===== config.mk =====
export PLATFORM = sky130hd
export DESIGN_NAME = e2q_angle
export DESIGN_NICKNAME = d
export VERILOG_FILES = /design/src/assert_macros.svh /design/src/e2q_pkg.sv /design/src/e2q_angle.sv
export SDC_FILE = /design/constraint.sdc
export NUM_CORES = 2
export LEC_CHECK = 0
export ABC_CLOCK_PERIOD_IN_PS = 18700
export BUFFER_PORTS_ARGS = -buffer_cell sky130_fd_sc_hd__buf_2
export CAP_MARGIN = 20
export CORE_AREA = 2 2 307 309
export DETAILED_ROUTE_END_ITERATION = 8
export DIE_AREA = 0 0 309 311
export PLACE_DENSITY = 0.77
export RECOVER_POWER = 50
export SLEW_MARGIN = 5
export SYNTH_ARGS = -nofsm -noshare
export SYNTH_HDL_FRONTEND = slang
export SYNTH_SLANG_ARGS = --single-unit

===== constraint.sdc =====
create_clock -name clk -period 18.7 [get_ports clk]
set_clock_uncertainty 0.1 [all_clocks]
set_input_delay 0.935 -clock clk [delete_from_list [all_inputs] [get_ports clk]]
set_output_delay 0.935 -clock clk [all_outputs]
set_load 0.1 [all_outputs]

===== src/assert_macros.svh =====
// Assertion macros shared by the RTL of the Euler-to-quaternion block.
// No dependencies; included by the files that carry assertions.
`ifndef ASSERT_MACROS_SVH
`define ASSERT_MACROS_SVH

`ifndef ASSERT_OFF
// Clocked property, switched off while reset is asserted.
`define E2Q_ASSERT(lbl, clk, rst_n, prop, msg) \
  lbl: assert property (@(posedge clk) disable iff (!rst_n) prop) else $error(msg);
// Clocked property, checked at every edge including reset.
`define E2Q_ASSERT_ALWAYS(lbl, clk, prop, msg) \
  lbl: assert property (@(posedge clk) prop) else $error(msg);
`else
`define E2Q_ASSERT(lbl, clk, rst_n, prop, msg)
`define E2Q_ASSERT_ALWAYS(lbl, clk, prop, msg)
`endif

`endif


===== src/e2q_pkg.sv =====
// Package for the Euler-to-quaternion block: constants, CORDIC cell type,
// arctangent table and the radix-256 divide-by-360 digit step. No dependencies.
package e2q_pkg;

  localparam int CORDIC_STAGES_DEF = 24;
  localparam int ANG_W = 34;
  localparam int ANG_LAT = 10;
  localparam int QUAT_LAT = 5;

  localparam logic [15:0] RECIP_360 = 16'd46604;  // ceil(2^24 / 360)
  localparam logic [31:0] PI_Q30_U = 32'd3373259426;
  localparam logic [24:0] HALF_D360 = 25'd11796480;
  localparam logic signed [ANG_W-1:0] PI_Q30 = 34'sd3373259426;
  localparam logic signed [ANG_W-1:0] HALF_PI_Q30 = 34'sd1686629713;
  localparam logic signed [ANG_W-1:0] CORDIC_GAIN_Q30 = 34'sd652032874;

  typedef struct packed {
    logic signed [ANG_W-1:0] x;
    logic signed [ANG_W-1:0] y;
    logic signed [ANG_W-1:0] z;
    logic                    flip;
  } cordic_t;

  function automatic logic signed [ANG_W-1:0] atan_q30(input logic [4:0] k);
    logic [31:0] v;
    unique case (k)
      5'd0:  v = 32'h3243F6A8;
      5'd1:  v = 32'h1DAC6705;
      5'd2:  v = 32'h0FADBAFC;
      5'd3:  v = 32'h07F56EA6;
      5'd4:  v = 32'h03FEAB76;
      5'd5:  v = 32'h01FFD55B;
      5'd6:  v = 32'h00FFFAAA;
      5'd7:  v = 32'h007FFF55;
      5'd8:  v = 32'h003FFFEA;
      5'd9:  v = 32'h001FFFFD;
      5'd10: v = 32'h000FFFFF;
      5'd11: v = 32'h0007FFFF;
      5'd12: v = 32'h0003FFFF;
      5'd13: v = 32'h0001FFFF;
      5'd14: v = 32'h0000FFFF;
      5'd15: v = 32'h00007FFF;
      5'd16: v = 32'h00003FFF;
      5'd17: v = 32'h00001FFF;
      5'd18: v = 32'h00000FFF;
      5'd19: v = 32'h000007FF;
      5'd20: v = 32'h000003FF;
      5'd21: v = 32'h000001FF;
      5'd22: v = 32'h000000FF;
      5'd23: v = 32'h0000007F;
      5'd24: v = 32'h0000003F;
      5'd25: v = 32'h0000001F;
      5'd26: v = 32'h0000000F;
      5'd27: v = 32'h00000008;
      5'd28: v = 32'h00000004;
      5'd29: v = 32'h00000002;
      5'd30: v = 32'h00000001;
      default: v = 32'h00000000;
    endcase
    return $signed({2'b00, v});
  endfunction

  // One radix-256 digit of a division by 360: t = rem*256 + byte, rem < 360.
  // Returns {quotient digit, new remainder}.
  function automatic logic [16:0] div360_digit(input logic [16:0] t);
    logic [33:0] p;
    logic [8:0]  qe;
    logic [17:0] pr;
    logic [17:0] rm;
    p  = 34'(t) * 34'(RECIP_360);
    qe = p[32:24];
    pr = 18'(qe) * 18'd360;
    if (pr > 18'(t)) begin
      qe = qe - 9'd1;
      pr = pr - 18'd360;
    end
    rm = 18'(t) - pr;
    return {qe[7:0], rm[8:0]};
  endfunction

endpackage


===== src/e2q_angle.sv =====
// Angle front end: reduces a Q16.16 degree angle modulo 360, converts the
// half angle to Q2.30 radians and folds it into +-pi/2. Uses e2q_pkg.
module e2q_angle (
  input  logic               clk,
  input  logic               en,
  input  logic signed [31:0] raw_i,
  output e2q_pkg::cordic_t   cell_o
);
  import e2q_pkg::*;

  localparam int NDIG = 6;

  // stage 1: magnitude and quotient estimate of |raw| / (360 * 2^16)
  logic [31:0] mag_r1;
  logic        neg_r1;
  logic [31:0] prod_r1;
  // stage 2: remainder
  logic [24:0] rem_r2;
  logic        neg_r2;
  // stage 3: scaled numerator
  logic [56:0] num_r3;
  logic        neg_r3;
  // digit stages
  logic [47:0] vv_r [NDIG];
  logic [47:0] qq_r [NDIG];
  logic [8:0]  rm_r [NDIG];
  logic        ng_r [NDIG];
  cordic_t     cell_r;

  logic [31:0] mag_nxt;
  logic [6:0]  q360;
  logic [15:0] q360_m;
  logic [31:0] rfull;

  always_comb begin
    mag_nxt = raw_i[31] ? 32'(-raw_i) : 32'(raw_i);
    q360    = prod_r1[30:24];
    q360_m  = 16'(q360) * 16'd360;
    rfull   = mag_r1 - {q360_m, 16'h0000};
  end

  always_ff @(posedge clk) begin
    if (en) begin
      mag_r1  <= mag_nxt;
      neg_r1  <= raw_i[31];
      prod_r1 <= 32'(mag_nxt[31:16]) * 32'(RECIP_360);
      rem_r2  <= rfull[24:0];
      neg_r2  <= neg_r1;
      num_r3  <= 57'(rem_r2) * 57'(PI_Q30_U) + 57'(HALF_D360);
      neg_r3  <= neg_r2;
    end
  end

  genvar j;
  generate
    for (j = 0; j < NDIG; j++) begin : g_dig
      logic [47:0] v_in;
      logic [47:0] q_in;
      logic [8:0]  r_in;
      logic        n_in;
      logic [16:0] dq;
      if (j == 0) begin : g_first
        assign v_in = {7'b0, num_r3[56:16]};
        assign q_in = '0;
        assign r_in = '0;
        assign n_in = neg_r3;
      end else begin : g_next
        assign v_in = vv_r[j-1];
        assign q_in = qq_r[j-1];
        assign r_in = rm_r[j-1];
        assign n_in = ng_r[j-1];
      end
      assign dq = div360_digit({r_in, v_in[8*(NDIG-1-j) +: 8]});
      always_ff @(posedge clk) begin
        if (en) begin
          vv_r[j] <= v_in;
          qq_r[j] <= q_in | (48'(dq[16:9]) << (8*(NDIG-1-j)));
          rm_r[j] <= dq[8:0];
          ng_r[j] <= n_in;
        end
      end
    end
  endgenerate

  logic signed [ANG_W-1:0] th_mag;
  logic signed [ANG_W-1:0] th;
  cordic_t                 cell_nxt;

  always_comb begin
    th_mag   = $signed({1'b0, qq_r[NDIG-1][32:0]});
    th       = ng_r[NDIG-1] ? -th_mag : th_mag;
    cell_nxt = '{x: CORDIC_GAIN_Q30, y: '0, z: th, flip: 1'b0};
    if (th > HALF_PI_Q30) begin
      cell_nxt.z    = th - PI_Q30;
      cell_nxt.flip = 1'b1;
    end else if (th < -HALF_PI_Q30) begin
      cell_nxt.z    = th + PI_Q30;
      cell_nxt.flip = 1'b1;
    end
  end

  always_ff @(posedge clk) begin
    if (en) begin
      cell_r <= cell_nxt;
    end
  end

  assign cell_o = cell_r;

endmodule


==> results.toml <==
[status]
status = "finished with violations"
violations = "capacitance limit, slew limit"

[synth]
yosys_warnings = 0
synth_cell_types = 109
synth_seq_area_share_pct = 20.77
async_flop_share_pct = 0
synth_ff_type = "edfxtp_1"
synth-edff-count = 383
synth_top_area_share_pct = 26.30
synth_area_leader_cell = "ha_1"
syn_area_um2 = 55370
synthTopCellsByArea = "ha_1, fa_1, edfxtp_1, inv_1, xnor2_1"
syn_area_per_cell_um2 = 10.61
ys_seq_elements = 383
syn_inst = 5219
synthTopCellsByCount = "inv_1, ha_1, fa_1"
post-synth-top-count-cell = "inv_1"

[clocking]
cts.clk_slew.worst_paths_ns = 0.07
holdBufCountCts = 0
htree_num_levels = 2
cts_made_buffers = 40
clock_latency_ns = 0.57
cts_root_buffer = "clkbuf_16"
cts_sinks = 383
cts_resized = 0
clockBufferDepth = 3
postCtsSetupRepairBufs = 0
cts_tree = "built"

[setup_path]
crit_top_cell = "clkbuf_1"
reg2reg_from = "vv_r[2][21]$_DFFE_PP_"
crit_type = "input port to register"
path_delay_family = "buffers and inverters"
crit_fanout = 177
slowest_stage = "clkbuf_1"
worstPathCellList = "clkbuf_1, clkbuf_1, buf_4"
worst-path-buf-inv = 3
critical_path.max_stage_delay_ns = 6.15
endpoint_kind = "register"
regToRegSetupSlack_ns = 5.81
critPathLaunch = "en"
crit_path_start_kind = "input port"
crit_required_ns = 18.80
cp.arrival_ns = 13.44

[timing]
relSlewSlack_pct = -461.8
rsz0062_at_grt = "no"
max_freq_mhz = 74.94
fin_crit_ns = 13.34
holdWs_ns = 0.3073
finalCritPeriodShare_pct = 71.36
hold_violations = 0
finalMaxSlewViolations = 315
worst_pin_slew_ns = 8.427
setup_tns_ns = 0
setup_viol = 0

[global_routing]
grt_pass1_wl_um = 181200
grt_antenna_before_repair = 1
grt_pass1_vias = 37692
grt-ovfl-total = 0
grt_max_degree = 178
track_usage_pct = 22.94

[die]
start_util_pct = 59.69
die_h_um = 311
io_pins = 137
core_um2 = 92770
dieArea_um2 = 96100
die_w_um = 309
num_rows = 112

[final_layout]
nets = 7091
fin_area_um2 = 58040
fin_util_pct = 62.56
antenna_cells = 0
drive_above_1_share_pct = 3.301
multi_input_area_um2 = 38860
fill_cells = 7434
regArea_um2 = 11500
syn2layout_area_growth_pct = 4.813

[hold_path]
min_path_type = "register to register"
hp-start = "vv_r[0][25]$_DFFE_PP_"

[placed_design]
hpwl_um = 90390
placed_area_um2 = 56850
port_buffers = 68
gp_congestion = 0.9295

[route]
wl_um = 106900
route.detailed.drc = 0
wire_per_inst_um = 16.31
first_pass_iters = 5
vias = 35667
via_per_inst = 5.440
drt_iter0_drc = 1684
final_antenna_net_count = 0

[job]
maxCapViolations = 2
-- registers in the layout (all words and copies together) (netlist names), 25 cells and up --
register  flops
rem_r2       25
cell_o       35
rm_r         37
num_r3       41
qq_r         85
mag_r1       25
vv_r        120
-- cells in the final DEF, fill, tap and decap left out, drive strengths merged, types with 26 or more instances in the layout --
master  count
nand3      46
xnor2     233
nor2      112
fa        614
o21bai     34
nand4      38
o21a       26
xor2      139
o31ai      26
nand2     147
a21o      123
a21oi     168
or2        28
or3        45
o21ai     127
inv      1200
conb       68
nor3       47
edfxtp    383
clkbuf     77
nor2b      33
a211oi     29
a31oi      28
buf        43
ha       1164
-- worst paths after layout --
path                           end  cells past startpoint
max reg2reg   rm_r[3][8]$_DFFE_PP_                     45
max            rem_r2[8]$_DFFE_PP_                      3
min reg2reg  vv_r[1][25]$_DFFE_PP_                      0
min          vv_r[1][25]$_DFFE_PP_                      0
-- area by class of cell --
cell class / count / share of cell area [%]
inverters: 1198 / 7.748
clock inverters: 21 / 0.3665
well taps: 1254 / 2.703
flip-flops and latches: 383 / 19.82
clock buffers: 44 / 1.787
multi-input cells: 3580 / 66.96
repair buffers: 76 / 0.6144
-- per-stage QoR --
| step | std cells | setup WS, ns |
|---|---|---|
| 2_1_floorplan | 5285 | 7.483 |
| 3_3_place_gp | 6491 | 6.304 |
| 3_5_place_dp | 6491 | 5.963 |
| 4_1_cts | 6556 | 5.896 |
| 5_1_grt | 6556 | 3.618 |
| 6_report | 6556 | 5.355 |
-- cell families after synthesis --
group,after synthesis,synth area share [%]
multiplexers,10,0.1921
adder cells (fa/ha/maj),1778,48.50
AO/OA/AOI/OAI,716,8.898
AND/OR/NAND/NOR,636,6.184
XOR/XNOR,372,5.952
buffers and inverters,1322,9.490
other,2,0.01356
flip-flops,383,20.77
-- metal layers --
| metal | share of wire, % | track usage (%) | vias to the layer above |
|---|---|---|---|
| met5 | 0.019 | 0 | - |
| met4 | 3.0 | 6.564 | 2 |
| met3 | 3.9 | 2.772 | 201 |
| met2 | 49 | 40.02 | 675 |
| met1 | 44 | 29.91 | 17334 |
| li1 | - | - | 17455 |
Power is not shown: default switching activity piles up to over one toggle a cycle in this logic, so the estimate is an artifact.
