File: src/assert_macros.svh
// Assertion macros shared by the RTL of the Euler-to-quaternion block.
// No dependencies; included by the files that carry assertions.
`ifndef ASSERT_MACROS_SVH
`define ASSERT_MACROS_SVH

`ifndef ASSERT_OFF
// Clocked property, switched off while reset is asserted.
`define E2Q_ASSERT(lbl, clk, rst_n, prop, msg) \
  lbl: assert property (@(posedge clk) disable iff (!rst_n) prop) else $error(msg);
// Clocked property, checked at every edge including reset.
`define E2Q_ASSERT_ALWAYS(lbl, clk, prop, msg) \
  lbl: assert property (@(posedge clk) prop) else $error(msg);
`else
`define E2Q_ASSERT(lbl, clk, rst_n, prop, msg)
`define E2Q_ASSERT_ALWAYS(lbl, clk, prop, msg)
`endif

`endif

File: src/e2q_pkg.sv
// Package for the Euler-to-quaternion block: constants, CORDIC cell type,
// arctangent table and the radix-256 divide-by-360 digit step. No dependencies.
package e2q_pkg;

  localparam int CORDIC_STAGES_DEF = 24;
  localparam int ANG_W = 34;
  localparam int ANG_LAT = 10;
  localparam int QUAT_LAT = 5;

  localparam logic [15:0] RECIP_360 = 16'd46604;  // ceil(2^24 / 360)
  localparam logic [31:0] PI_Q30_U = 32'd3373259426;
  localparam logic [24:0] HALF_D360 = 25'd11796480;
  localparam logic signed [ANG_W-1:0] PI_Q30 = 34'sd3373259426;
  localparam logic signed [ANG_W-1:0] HALF_PI_Q30 = 34'sd1686629713;
  localparam logic signed [ANG_W-1:0] CORDIC_GAIN_Q30 = 34'sd652032874;

  typedef struct packed {
    logic signed [ANG_W-1:0] x;
    logic signed [ANG_W-1:0] y;
    logic signed [ANG_W-1:0] z;
    logic                    flip;
  } cordic_t;

  function automatic logic signed [ANG_W-1:0] atan_q30(input logic [4:0] k);
    logic [31:0] v;
    unique case (k)
      5'd0:  v = 32'h3243F6A8;
      5'd1:  v = 32'h1DAC6705;
      5'd2:  v = 32'h0FADBAFC;
      5'd3:  v = 32'h07F56EA6;
      5'd4:  v = 32'h03FEAB76;
      5'd5:  v = 32'h01FFD55B;
      5'd6:  v = 32'h00FFFAAA;
      5'd7:  v = 32'h007FFF55;
      5'd8:  v = 32'h003FFFEA;
      5'd9:  v = 32'h001FFFFD;
      5'd10: v = 32'h000FFFFF;
      5'd11: v = 32'h0007FFFF;
      5'd12: v = 32'h0003FFFF;
      5'd13: v = 32'h0001FFFF;
      5'd14: v = 32'h0000FFFF;
      5'd15: v = 32'h00007FFF;
      5'd16: v = 32'h00003FFF;
      5'd17: v = 32'h00001FFF;
      5'd18: v = 32'h00000FFF;
      5'd19: v = 32'h000007FF;
      5'd20: v = 32'h000003FF;
      5'd21: v = 32'h000001FF;
      5'd22: v = 32'h000000FF;
      5'd23: v = 32'h0000007F;
      5'd24: v = 32'h0000003F;
      5'd25: v = 32'h0000001F;
      5'd26: v = 32'h0000000F;
      5'd27: v = 32'h00000008;
      5'd28: v = 32'h00000004;
      5'd29: v = 32'h00000002;
      5'd30: v = 32'h00000001;
      default: v = 32'h00000000;
    endcase
    return $signed({2'b00, v});
  endfunction

  // One radix-256 digit of a division by 360: t = rem*256 + byte, rem < 360.
  // Returns {quotient digit, new remainder}.
  function automatic logic [16:0] div360_digit(input logic [16:0] t);
    logic [33:0] p;
    logic [8:0]  qe;
    logic [17:0] pr;
    logic [17:0] rm;
    p  = 34'(t) * 34'(RECIP_360);
    qe = p[32:24];
    pr = 18'(qe) * 18'd360;
    if (pr > 18'(t)) begin
      qe = qe - 9'd1;
      pr = pr - 18'd360;
    end
    rm = 18'(t) - pr;
    return {qe[7:0], rm[8:0]};
  endfunction

endpackage

File: src/e2q_cell.sv
// One CORDIC rotation cell: a single micro-rotation, registered.
// Uses e2q_pkg for the cell type and the arctangent table.
module e2q_cell #(
  parameter int IDX = 0
) (
  input  logic             clk,
  input  logic             en,
  input  e2q_pkg::cordic_t d_i,
  output e2q_pkg::cordic_t d_o
);
  import e2q_pkg::*;

  localparam logic [4:0] SH = 5'(IDX % 32);

  cordic_t                 d_r;
  cordic_t                 d_nxt;
  logic signed [ANG_W-1:0] dx;
  logic signed [ANG_W-1:0] dy;
  logic signed [ANG_W-1:0] at;

  always_comb begin
    dx    = d_i.y >>> SH;
    dy    = d_i.x >>> SH;
    at    = atan_q30(SH);
    d_nxt = d_i;
    if (!d_i.z[ANG_W-1]) begin
      d_nxt.x = d_i.x - dx;
      d_nxt.y = d_i.y + dy;
      d_nxt.z = d_i.z - at;
    end else begin
      d_nxt.x = d_i.x + dx;
      d_nxt.y = d_i.y - dy;
      d_nxt.z = d_i.z + at;
    end
  end

  always_ff @(posedge clk) begin
    if (en) begin
      d_r <= d_nxt;
    end
  end

  assign d_o = d_r;

endmodule

File: config.mk
export PLATFORM = sky130hd
export DESIGN_NAME = e2q_cell
export DESIGN_NICKNAME = d
export VERILOG_FILES = /design/src/assert_macros.svh /design/src/e2q_pkg.sv /design/src/e2q_cell.sv
export SDC_FILE = /design/constraint.sdc
export NUM_CORES = 1
export LEC_CHECK = 0
export BUFFER_PORTS_ARGS = -buffer_cell sky130_fd_sc_hd__buf_2
export CAP_MARGIN = 20
export CORE_AREA = 3 3 167 169
export CTS_BUF_LIST = sky130_fd_sc_hd__clkbuf_2 sky130_fd_sc_hd__clkbuf_4 sky130_fd_sc_hd__clkbuf_8
export CTS_CLUSTER_SIZE = 28
export DETAILED_ROUTE_END_ITERATION = 16
export DIE_AREA = 0 0 170 172
export GPL_ROUTABILITY_DRIVEN = 0
export PLACE_DENSITY = 0.69
export SLEW_MARGIN = 20
export SYNTH_ARGS = -nofsm -noshare
export SYNTH_HDL_FRONTEND = slang
export SYNTH_SLANG_ARGS = --single-unit
File: constraint.sdc
create_clock -name clk -period 5.09 [get_ports clk]
set_clock_uncertainty 0.15 [all_clocks]
set_input_delay 0.2545 -clock clk [delete_from_list [all_inputs] [get_ports clk]]
set_output_delay 0.2545 -clock clk [all_outputs]
set_load 0.005 [all_outputs]
==> results summary, run 1 <==
Port buffering added slightly above 200 buffers. For the pin with the worst max-slew slack, the measured transition is around 920 ps. The number of H-tree levels came out at 3.

The commonest register cell after synthesis is edfxtp_1. The cell area after placement came out at approximately 0.012 mm2. The power per cell area came out at between 200 and 250 mW/mm2.

Wires add up to 31700 um. The iteration-0 DRC count of the detailed router is approximately 1200. The number of top-level pins came out at 208. The final number of setup-violating endpoints came out at 0. Headroom to the max-slew limit came out at 0.375. Setup repair after global routing left no endpoint under its margin. The final hold violation count came out at 0.

The number of antenna diodes in the final layout is 0. The largest net degree at the start of global routing came out at 72. The main combinational cell family by area after synthesis is compound AO/OA/AOI/OAI gates.

The worst hold path begins at d_i[5]. The number of setup buffers added after CTS is 0. Tracing the worst setup path back leads to its startpoint at d_i[34]. The worst-case IR drop observed on VDD is around 0.00011 V. TritonCTS built the clock tree. The final sum of negative setup slack came out at 0 ps. The detailed router placed between 9000 and 10000 vias in this run.

The highest cell delay on the worst timing path is just over 500 ps. Of the total synthesized cell area, the portion taken by XOR and XNOR cells is 0.0689. The buffering stage count on the worst path with inverters included is 3. In this run, synthesis produced a sequential element count of roughly 100.

Averaged over all synthesized cells, the footprint is just under 9 um2. The fraction of registers with async set/reset came out at 0. STA classifies the critical path startpoint as a primary input. The multiplexer fraction of the synthesized cell area came out at 0.0171.

The number of instances in the synthesized netlist is roughly 1200. For this run, the total global-route usage over all layers was measured as 0.207. The aggregate global routing overflow came out at 0. The flow ran to the end, and the final reports show no timing, DRC or antenna violations. The register with the most flip-flops in the layout has a little over 100 of them. After clock tree synthesis, the clock-pin slew on the worst setup and hold paths is 120 ps. The complex-gate fraction of the synthesized area is 0.262. The floorplan has 60 rows. The signal on the critical path passes through buf_4, clkinv_1, buf_4, ha_1, a211oi_1, nor2_1, a211oi_1, nor3_1, o21ai_0, a21oi_1, o311ai_0.

The worst hold path belongs to the class primary input to register. On the critical path, the stage with the largest delay is an instance of o21ai_0. The floorplan step set the die height to approximately 170 um. The detailed placement HPWL is about 25000 um.

The final instance area came out at around 0.012 mm2. The fraction of final layout cells with drive strength greater than 1 is 0.178. The synthesized netlist contains 77 unique library cells. The buffer levels on the longest clock path is 2.

The clock net in this run drives a total of between 100 and 150 sinks. The fill cell total of the finished layout came out at about 2600. The starting density of the core came out at 0.395. The number of buffers created by CTS is 9.

In this run the horizontal extent of the chip is 170 um. The total nets after synthesis is about 1500. The static leakage came out at 0.00535 uW. The adder-cell share of the synthesized area is 0.159.

The library cell used most frequently in the layout, excluding fill and tap cells, is buf_2. STA puts the critical path data required time at roughly 5100 ps. The layout net count came out at ~1600. Counting I/O delays and the setup requirement, the final critical path takes between 3000 and 4000 ps. Using the TritonRoute via totals, the vias-per-cell ratio works out to around 5.7. In the routed design, unresolved DRC markers number 0. The number of global-route vias before repair came out at just over 9000. Grouping stages by cell kind, the critical path spends the most delay in compound AO/OA/AOI/OAI gates. Of the total synthesized cell area, the portion taken by AND, OR, NAND and NOR gates is 0.139. Data arrives at the worst endpoint at between 3000 and 4000 ps. In the layout the commonest cells are buf_2, ha_1, a21oi_1, inv_1, edfxtp_1. The critical path class is primary input to register. The cell at the root of the clock tree is clkbuf_8. In this run the remaining antenna-violating nets after routing total 0. Max-cap violations in this run came to 0. The maximum clock rate came out at 275 MHz.

The cell area after technology mapping is 0.0106 mm2. The part of the Yosys area used for sequential elements is 0.290. The number of pins exceeding their max-slew limit in the final report is 0. The wire length of the first global-routing pass came out at ~50000 um. The worst setup path is captured at a register. The number of synthesized flops with an enable pin is 102. Of all nets on the critical path, the largest fanout is 42.

The placeable core region is 0.0267 mm2. The final critical-path share of the clock period is 0.715. The count of TritonRoute iterations in the first routing pass came out at 5.

The number of warnings issued by yosys came out at 0. The routed length per instance is around 18 um. The post-synthesis to final-layout area growth came out at 14.1%. The initial antenna violation count came to 0.

The die area came out at approximately 0.029 mm2.
==> cell type report <==
class / instances / area, um2 / area share
Tap cell: 341 / 427 / 0.0354
Inverter: 115 / 432 / 0.0358
Sequential cell: 102 / 3060 / 0.254
Clock inverter: 6 / 57.6 / 0.00478
Clock buffer: 9 / 124 / 0.0103
Multi-Input combinational cell: 950 / 6830 / 0.567
Timing Repair Buffer: 215 / 1110 / 0.0925
==> repair_timing <==
item	4_1_cts	5_1_grt
hold buffers	5	0
resized for setup	0	0
hold endpoints to repair	5	0
==> where the power goes <==
part | leakage [uW] | total, uW | internal (uW) | switching (uW)
clock | 0.0000920 | 512 | 185 | 327
sequential | 0.000998 | 1140 | 1110 | 34.9
combinational | 0.00426 | 1230 | 490 | 735
==> worst paths after layout <==
kind | end | slack, ps | depth (start not counted)
hold / removal | d_o[5] | 130 | 2
setup / recovery | d_o[33] | 1450 | 11
==> metrics by stage <==
stage                     hold slack [ps]  std cells  utilization  total power (uW)  setup slack [ps]
after floorplan                       203       1219            -              1930              1450
after global placement                282       1718        0.442              2350              1190
after detailed placement              283       1718        0.442              2370              1050
after CTS                            93.8       1738        0.451              2890              1480
after global routing                  100       1738        0.451              3060              1180
final                                 127       1738        0.451              2880              1450
==> metal layers <==
| layer | track usage | share of wire | vias to the layer above | routed length [um] |
|---|---|---|---|---|
| met3 | 0.0428 | 0.083 | 71 | 2630 |
| li1 | - | - | 4789 | - |
| met2 | 0.327 | 0.44 | 483 | 14100 |
| met5 | 0 | 0 | - | 0 |
| met1 | 0.283 | 0.44 | 4650 | 14000 |
| met4 | 0.0755 | 0.034 | 0 | 1060 |
==> synth_stat cells, types with 3 or more instances <==
cell type  number  area share
nor4_1          9      0.0053
a221oi_1        4      0.0033
a21boi_0        6      0.0043
o311a_1         4      0.0038
o22ai_1         3      0.0018
nand4_1        18       0.011
buf_1           9      0.0032
fa_1            4      0.0076
o21bai_1       19       0.014
nor2_1         99       0.035
o221ai_1        6      0.0050
nand3_1        25       0.012
ha_1          128        0.15
or3_1           9      0.0053
a211o_1         7      0.0058
a21o_1         38       0.027
nand2b_1       12      0.0071
o31a_1          3      0.0025
a31o_2          4      0.0033
a31oi_1         9      0.0053
mux2i_1        18       0.017
buf_2          18      0.0085
xnor2_1        68       0.056
nor3_1         22       0.010
a211oi_1       21       0.015
a22oi_1         4      0.0028
edfxtp_1      102        0.29
and3_1          9      0.0053
clkbuf_1       22      0.0078
and2_1          7      0.0041
inv_1         113       0.040
or2_2           5      0.0030
o2111ai_1       5      0.0041
a21oi_1       127       0.060
o21a_1         19       0.014
o31ai_1        17       0.012
nand2_1        56       0.020
nor2b_1        17       0.010
a311oi_1        3      0.0025
o211ai_1       17       0.012
xor2_1         15       0.012
a2111oi_0       4      0.0033
o21ai_0        71       0.034
==> cell families (layout without fill, tap and decap cells) <==
family	Yosys count	in the layout
DFF	102	102
muxes	18	18
AOI/OAI and AO/OA	417	417
buffers and inverters	167	345
and+or+nand+nor	300	300
adders and majority gates	132	132
xor gates and xnor gates	83	83
(Power assumes the default switching activity.)
==> run 2: changes to the inputs <==
PLACE_DENSITY = 0.72   (was 0.69)
clock period = 3.3 ns   (was 5.09 ns; I/O delays follow)
==> results summary, run 2 (synthesis results as in run 1) <==
The cell internal power dissipation was 2840 uW (+59%). The number of placement rows is 60 (unchanged). The final hold violation count came to 0 (unchanged). The final instance count without filler cells came out at 1796 (+3.3%). The largest driver fanout on the critical path is 4 (-90%). The aggregate global routing overflow came out at 0 (unchanged).

The largest net degree at the start of global routing came out at 85 (+18%). The number of pins exceeding their max-slew limit in the final report came out at 0 (unchanged). The TritonCTS clock tree is built. The share of power burned in registers came out at 0.390 (-0.007).

The signal on the critical path passes through dlygate4sd3_1, buf_2, fa_2, a211oi_2, nor2_1, o31a_1, a211o_1, a311o_2, a21oi_4, nor3_1, or3b_1. The post-route worst setup slack came out at 145 ps (-1310 ps). The worst setup path is launched from a primary input.

The number of buffers created by CTS is 9 (unchanged). The maximum clock rate came out at about 320 MHz. The power per cell area came out at 364 mW/mm2 (+52%).

The placeable core region came out at 0.0267 mm2 (unchanged). The vertical extent of the die came out at 172 um (unchanged). The final number of setup-violating endpoints came out at 0 (unchanged). The final routed DRC violation total is 0 (unchanged). The overall routed net length is 32400 um (+2.2%).

The slew at the pin with the worst max-slew slack is 953 ps (+28.4 ps). The worst hold path terminates at d_o[102]. The die area was 0.0292 mm2 (unchanged). The cell at the root of the clock tree is clkbuf_8. The layout net count came out at 1687 (+3.5%). The routed via count divided by cell count came out at 5.71 (-0.68%).

The post-synthesis to final-layout area growth is 18.4%. The via count is 10300 (+2.6%). Among all stages on the critical path, the largest delay is contributed by dlygate4sd3_1. The relative slew slack is 0.365 (-0.0109). The overall fraction of global-route tracks in use is 0.211 (+0.00375).

The total of max-cap violations came out at 0 (unchanged). The buffering stage count on the worst path with inverters included is 2 (-1). The maximum ir drop on the vdd rail came out at 0.000155 V (+38%). The clock edge transition at the registers on the reported setup and hold paths came out at 130 ps (about the same). The flip-flop count of the largest register after layout came to 102 (unchanged).

The flow ran to the end, and the final reports show no timing, DRC or antenna violations. The initial antenna violation count came to 0 (unchanged). The net switching power figure came to 1710 uW (+56%). The data required time of the worst path came to 3290 ps (-1850 ps). The portion of total power attributed to the clock network came out at 0.176 (-0.002). The quantity of I/O buffers inserted on ports is 207 (unchanged).

Setup repair after global routing left no endpoint under its margin. The cell family contributing the most delay on the critical path is compound AO/OA/AOI/OAI gates. The iteration-0 DRC count of the detailed router is 1177 (+0.26%).

The post-route antenna net violation count came to 0 (unchanged). Leaving out fill and tap cells, the most frequent cell in the layout is buf_2. The fraction of power spent switching nets was 0.377 (-0.00400). The placement-stage worst setup slack came out at -2.63 ps (-1050 ps). The hold-critical path depth came out at 3 (+1). The combinational share of power is 0.434 (+0.009). The number of H-tree levels is 3 (unchanged). The buffer levels on the longest clock path came out at 2 (unchanged). In this run the most critical hold path is launched from d_i[68]. The final critical-path required period came out at about 3200 ps. By startpoint and endpoint, the worst setup path is classified as primary input to register.

The fraction of final layout cells with drive strength greater than 1 is 0.213 (+0.0348). The static leakage was 0.00563 uW (+5.3%). The count of TritonRoute iterations in the first routing pass came to 6 (+1). The routed length per instance is 18.0 um (-1.1%).

The wire length of the first global-routing pass is 50100 um (+2.9%). The number of antenna repair diodes came out at 0 (unchanged). The detailed placement HPWL is 26200 um (+3.9%). The number of global-route vias before repair came to 9694 (+5.4%). The starting density of the core came out at 0.395 (unchanged). The fill cell total of the finished layout is 2613 (-0.27%). The placed cell count is 1772 (+3.1%). The critical path arrival was 3150 ps (-540 ps).

The highest cell delay on the worst timing path is 530 ps (+20 ps). The number of clock sinks seen by CTS is 102 (unchanged). The final critical-path share of the clock period came out at 0.956. The worst hold path belongs to the class primary input to register. The worst setup path is captured at a register. The number of top-level pins is 208 (unchanged). The chip width is 170 um (unchanged). In the layout the commonest cells are buf_2, ha_1, a21oi_1, inv_1, edfxtp_1.
-- run 2: cell types whose count changed in the layout (fill, tap and decap cells not counted) --
cell	previous run	this run
buf_4	5	60
clkinv_2	0	3
clkinv_1	3	1
a311o_1	1	0
a311o_2	1	2
buf_12	0	1
clkinv_4	2	1
dlygate4sd3_1	5	6
fa_1	4	3
fa_2	0	1
inv_8	1	2
-- run 2: power by group through the flow --
stage | Clock, uW | Sequential (uW) | Combinational (uW)
finish | 800 | 1780 | 1980
detailed placement | 0 | 1810 | 1930
CTS | 827 | 1780 | 1950
global placement | 0 | 1810 | 1900
floorplan | 0 | 1820 | 1150
global route | 868 | 1800 | 2160
-- run 2: per-stage QoR --
| stage | hold slack (ps) | power, uW | utilization | setup TNS [ps] | area, um2 |
|---|---|---|---|---|---|
| finish | 81.9 | 4550 | 0.468 | 0 | 12500 |
| global route | 82.2 | 4830 | 0.468 | 0 | 12500 |
| CTS | 43.4 | 4550 | 0.467 | 0 | 12500 |
| detailed placement | 193 | 3740 | 0.458 | -2.63 | 12200 |
| global placement | 192 | 3700 | 0.458 | 0 | 12200 |
| floorplan | 114 | 2970 | - | 0 | 10600 |
-- run 2: cell type report --
| cell class | instances | area, um2 | share of cell area |
|---|---|---|---|
| Clock inverter | 7 | 66.3 | 0.00531 |
| Clock buffer | 9 | 124 | 0.00991 |
| Tap cell | 341 | 427 | 0.0341 |
| Sequential cell | 102 | 3060 | 0.245 |
| Timing Repair Buffer | 272 | 1560 | 0.125 |
| Multi-Input combinational cell | 950 | 6830 | 0.546 |
| Inverter | 115 | 433 | 0.0346 |
-- run 2: worst max-delay path by stage --
stage	from	endpoint	slack, ps	depth (start not counted)
after detailed placement	d_i[36]	d_o[68]	-3	11
after floorplan	d_i[34]	d_o[30]	6	12
after global placement	d_i[36]	d_o[68]	40	11
final	d_i[5]	d_o[30]	150	11
after global routing	d_i[5]	d_o[30]	50	11
after CTS	d_i[4]	d_o[30]	50	11
-- run 2: what timing repair did --
action	4_1_cts	5_1_grt
hold buffers	6	0
endpoints found under the hold margin	6	0
buffers inserted	0	2
endpoints found under the setup margin	0	1
resized for setup	0	2
-- run 2: routing by layer --
metal | track usage | wire, um | vias to the layer above
met3 | 0.0332 | 2820 | 81
li1 | - | - | 4908
met5 | 0 | 0 | -
met4 | 0.0825 | 1190 | 0
met1 | 0.288 | 13800 | 4737
met2 | 0.338 | 14600 | 530
==> run 3: changes to the inputs <==
CORE_AREA = 3 3 143 145   (was 3 3 167 169)
DIE_AREA = 0 0 146 148   (was 0 0 170 172)
PLACE_DENSITY = 0.88   (was 0.72)
clock period = 3.4 ns   (was 3.3 ns; I/O delays follow)
==> results summary, run 3 (synthesis results as in run 1) <==
The routed length per instance came out at 18.1 um (+0.27%). The number of buffers created by CTS is 9 (unchanged). STA classifies the critical path startpoint as a primary input.

The clock edge transition at the registers on the reported setup and hold paths came out at 110 ps (-20 ps). The signal on the critical path passes through dlygate4sd3_1, buf_2, fa_2, a211oi_2, nor2_1, o31a_1, a211o_1, a311o_1, a21oi_4, nor3_1, or3b_1. The library cells used most frequently in the layout, excluding fill and tap cells, are buf_2, ha_1, a21oi_1, inv_1, edfxtp_1. The detailed placement HPWL is 24700 um (-5.9%).

The flow ran to the end, and the final reports show no timing, DRC or antenna violations. The TritonCTS clock tree is built. The initial antenna violation count is 0 (unchanged). The iteration-0 DRC count of the detailed router is 1440 (+22%). The portion of total power attributed to the clock network is 0.181 (+0.005).

The number of placement rows is 51 (-15%). The total of max-cap violations came out at 0 (unchanged). The path class of the tightest hold or removal check is primary input to register.

The core utilization of the finished layout came out at 0.634 (+0.166). The final critical-path share of the clock period came out at 0.958. The maximum ir drop on the vdd rail was 0.000159 V (+2.6%).

The flip-flop count of the largest register after layout came out at 102 (unchanged). The final routed DRC violation total is 0 (unchanged). The slew at the pin with the worst max-slew slack came out at 919 ps (-34.6 ps). The fill cell total of the finished layout came out at 1638 (-37%). The placeable core region came to 0.0193 mm2 (-28%). The final hold violation count is 0 (unchanged). The vertical extent of the die came out at 148 um (-14%).

The fraction of final layout cells with drive strength greater than 1 was 0.202 (-0.0110). The critical path arrival came out at 3250 ps (+100 ps). The number of global-route vias before repair is 9779 (+0.88%). The largest driver fanout on the critical path came out at 4 (unchanged).

The relative slew slack came out at 0.388 (+0.0230). The worst hold margin is 65.2 ps (-16.7 ps). The combinational share of power was 0.429 (-0.005). The fraction of power spent switching nets came out at 0.366 (-0.0103). The post-route antenna net violation count is 0 (unchanged). The wire length of the first global-routing pass came out at 48500 um (-3.1%). The number of top-level pins is 208 (unchanged). The number of H-tree levels came to 3 (unchanged).

The die area is 0.0216 mm2 (-26%). The maximum clock rate came out at between 300 and 400 MHz. The count of TritonRoute iterations in the first routing pass came out at 6 (unchanged). The highest cell delay on the worst timing path came out at 530 ps (about the same). The net switching power figure came out at 1620 uW (-5.7%). The routed via count divided by cell count was 6.21 (+8.8%). The layout net count came to 1667 (-1.2%). The number of antenna repair diodes was 0 (unchanged). The via count came to 10600 (+2.9%). The final critical-path required period is roughly 3300 ps. The chip width came out at 146 um (-14%).

The buffer levels on the longest clock path came to 2 (unchanged). The final number of setup-violating endpoints came to 0 (unchanged). The starting density of the core is 0.546 (+0.151). The critical path is of the primary input to register type. The buffering stage count on the worst path with inverters included is 2 (unchanged). The critical path endpoint category is a register. The share of power burned in registers came out at 0.389 (about the same). The power per cell area came out at 360 mW/mm2 (-1.2%).

The overall routed net length came out at 30800 um (-5.1%). The aggregate global routing overflow is 0 (unchanged). The overall fraction of global-route tracks in use is 0.273 (+0.0625). The cell at the root of the clock tree is clkbuf_8. Setup repair after global routing left no endpoint under its margin. The data required time of the worst path came out at 3390 ps (+100 ps).

The cell internal power dissipation is 2790 uW (-1.5%). On the critical path, the stage with the largest delay is an instance of dlygate4sd3_1. The final sum of negative setup slack is 0 ps (unchanged). Leaving out fill and tap cells, the most frequent cell in the layout is buf_2. The post-synthesis to final-layout area growth came out at 16.2%. The quantity of I/O buffers inserted on ports was 207 (unchanged).

The largest net degree at the start of global routing was 83 (-2.4%). On the critical path the largest part of the delay comes from compound AO/OA/AOI/OAI gates. The number of pins exceeding their max-slew limit in the final report came out at 0 (unchanged). The static leakage is 0.00554 uW (-1.7%).

The number of clock sinks seen by CTS is 102 (unchanged).
run 3: changes by cell type in the layout (fill, tap and decap cells not counted), sizes merged:
cell         before  now
dlygate4sd3       6    5
clkinvlp          0    1
buf             266  247
bufinv            0    1
clkinv            6    4
run 3: metrics by stage:
stage / total power, uW / std cells / cell area (um2) / setup WS [ps]
2_1_floorplan: 2880 / 1219 / 10600 / 63.0
3_3_place_gp: 3520 / 1678 / 12000 / 155
3_5_place_dp: 3580 / 1678 / 12000 / 88.2
4_1_cts: 4380 / 1699 / 12300 / 54.2
5_1_grt: 4640 / 1700 / 12300 / 51.0
6_report: 4410 / 1700 / 12300 / 142
run 3: tightest hold or removal path: cells and delay by family:
kind	cells	cell delay (ps)
buf+inv	1	80
xor+xnor	2	240
run 3: path summary, 6_finish.rpt:
path                     from       to  cells after the start
worst max-delay path   d_i[4]  d_o[30]                     11
worst min-delay path  d_i[68]  d_o[68]                      3
run 3: what timing repair did:
| action | in CTS | in global routing |
|---|---|---|
| hold buffers | 5 | 0 |
| endpoints found under the setup margin | 0 | 1 |
| hold endpoints to repair | 5 | 0 |
| resized for setup | 0 | 1 |
| setup buffers | 0 | 1 |
run 3: power groups by stage:
| stage | combinational, uW | clock, uW | sequential [uW] |
|---|---|---|---|
| after CTS | 1850 | 816 | 1720 |
| after floorplan | 1110 | 0 | 1770 |
| final | 1890 | 799 | 1720 |
| after global routing | 2050 | 855 | 1740 |
| after detailed placement | 1830 | 0 | 1750 |
| after global placement | 1780 | 0 | 1740 |
run 3: metal layers:
| layer | vias up | track usage | wire [um] |
|---|---|---|---|
| met4 | 0 | 0.110 | 1250 |
| met5 | - | 0 | 0 |
| li1 | 4874 | - | - |
| met2 | 735 | 0.437 | 13700 |
| met3 | 128 | 0.0469 | 3480 |
| met1 | 4821 | 0.371 | 12300 |
run 3: area by class of cell:
type,instances,area [um2],area share
multi-input combinational,950,6830,0.557
sequential,102,3060,0.250
timing repair buffer,252,1400,0.115
inverter,115,433,0.0353
tap,265,332,0.0270
clock buffer,9,124,0.0101
clock inverter,7,77.6,0.00633
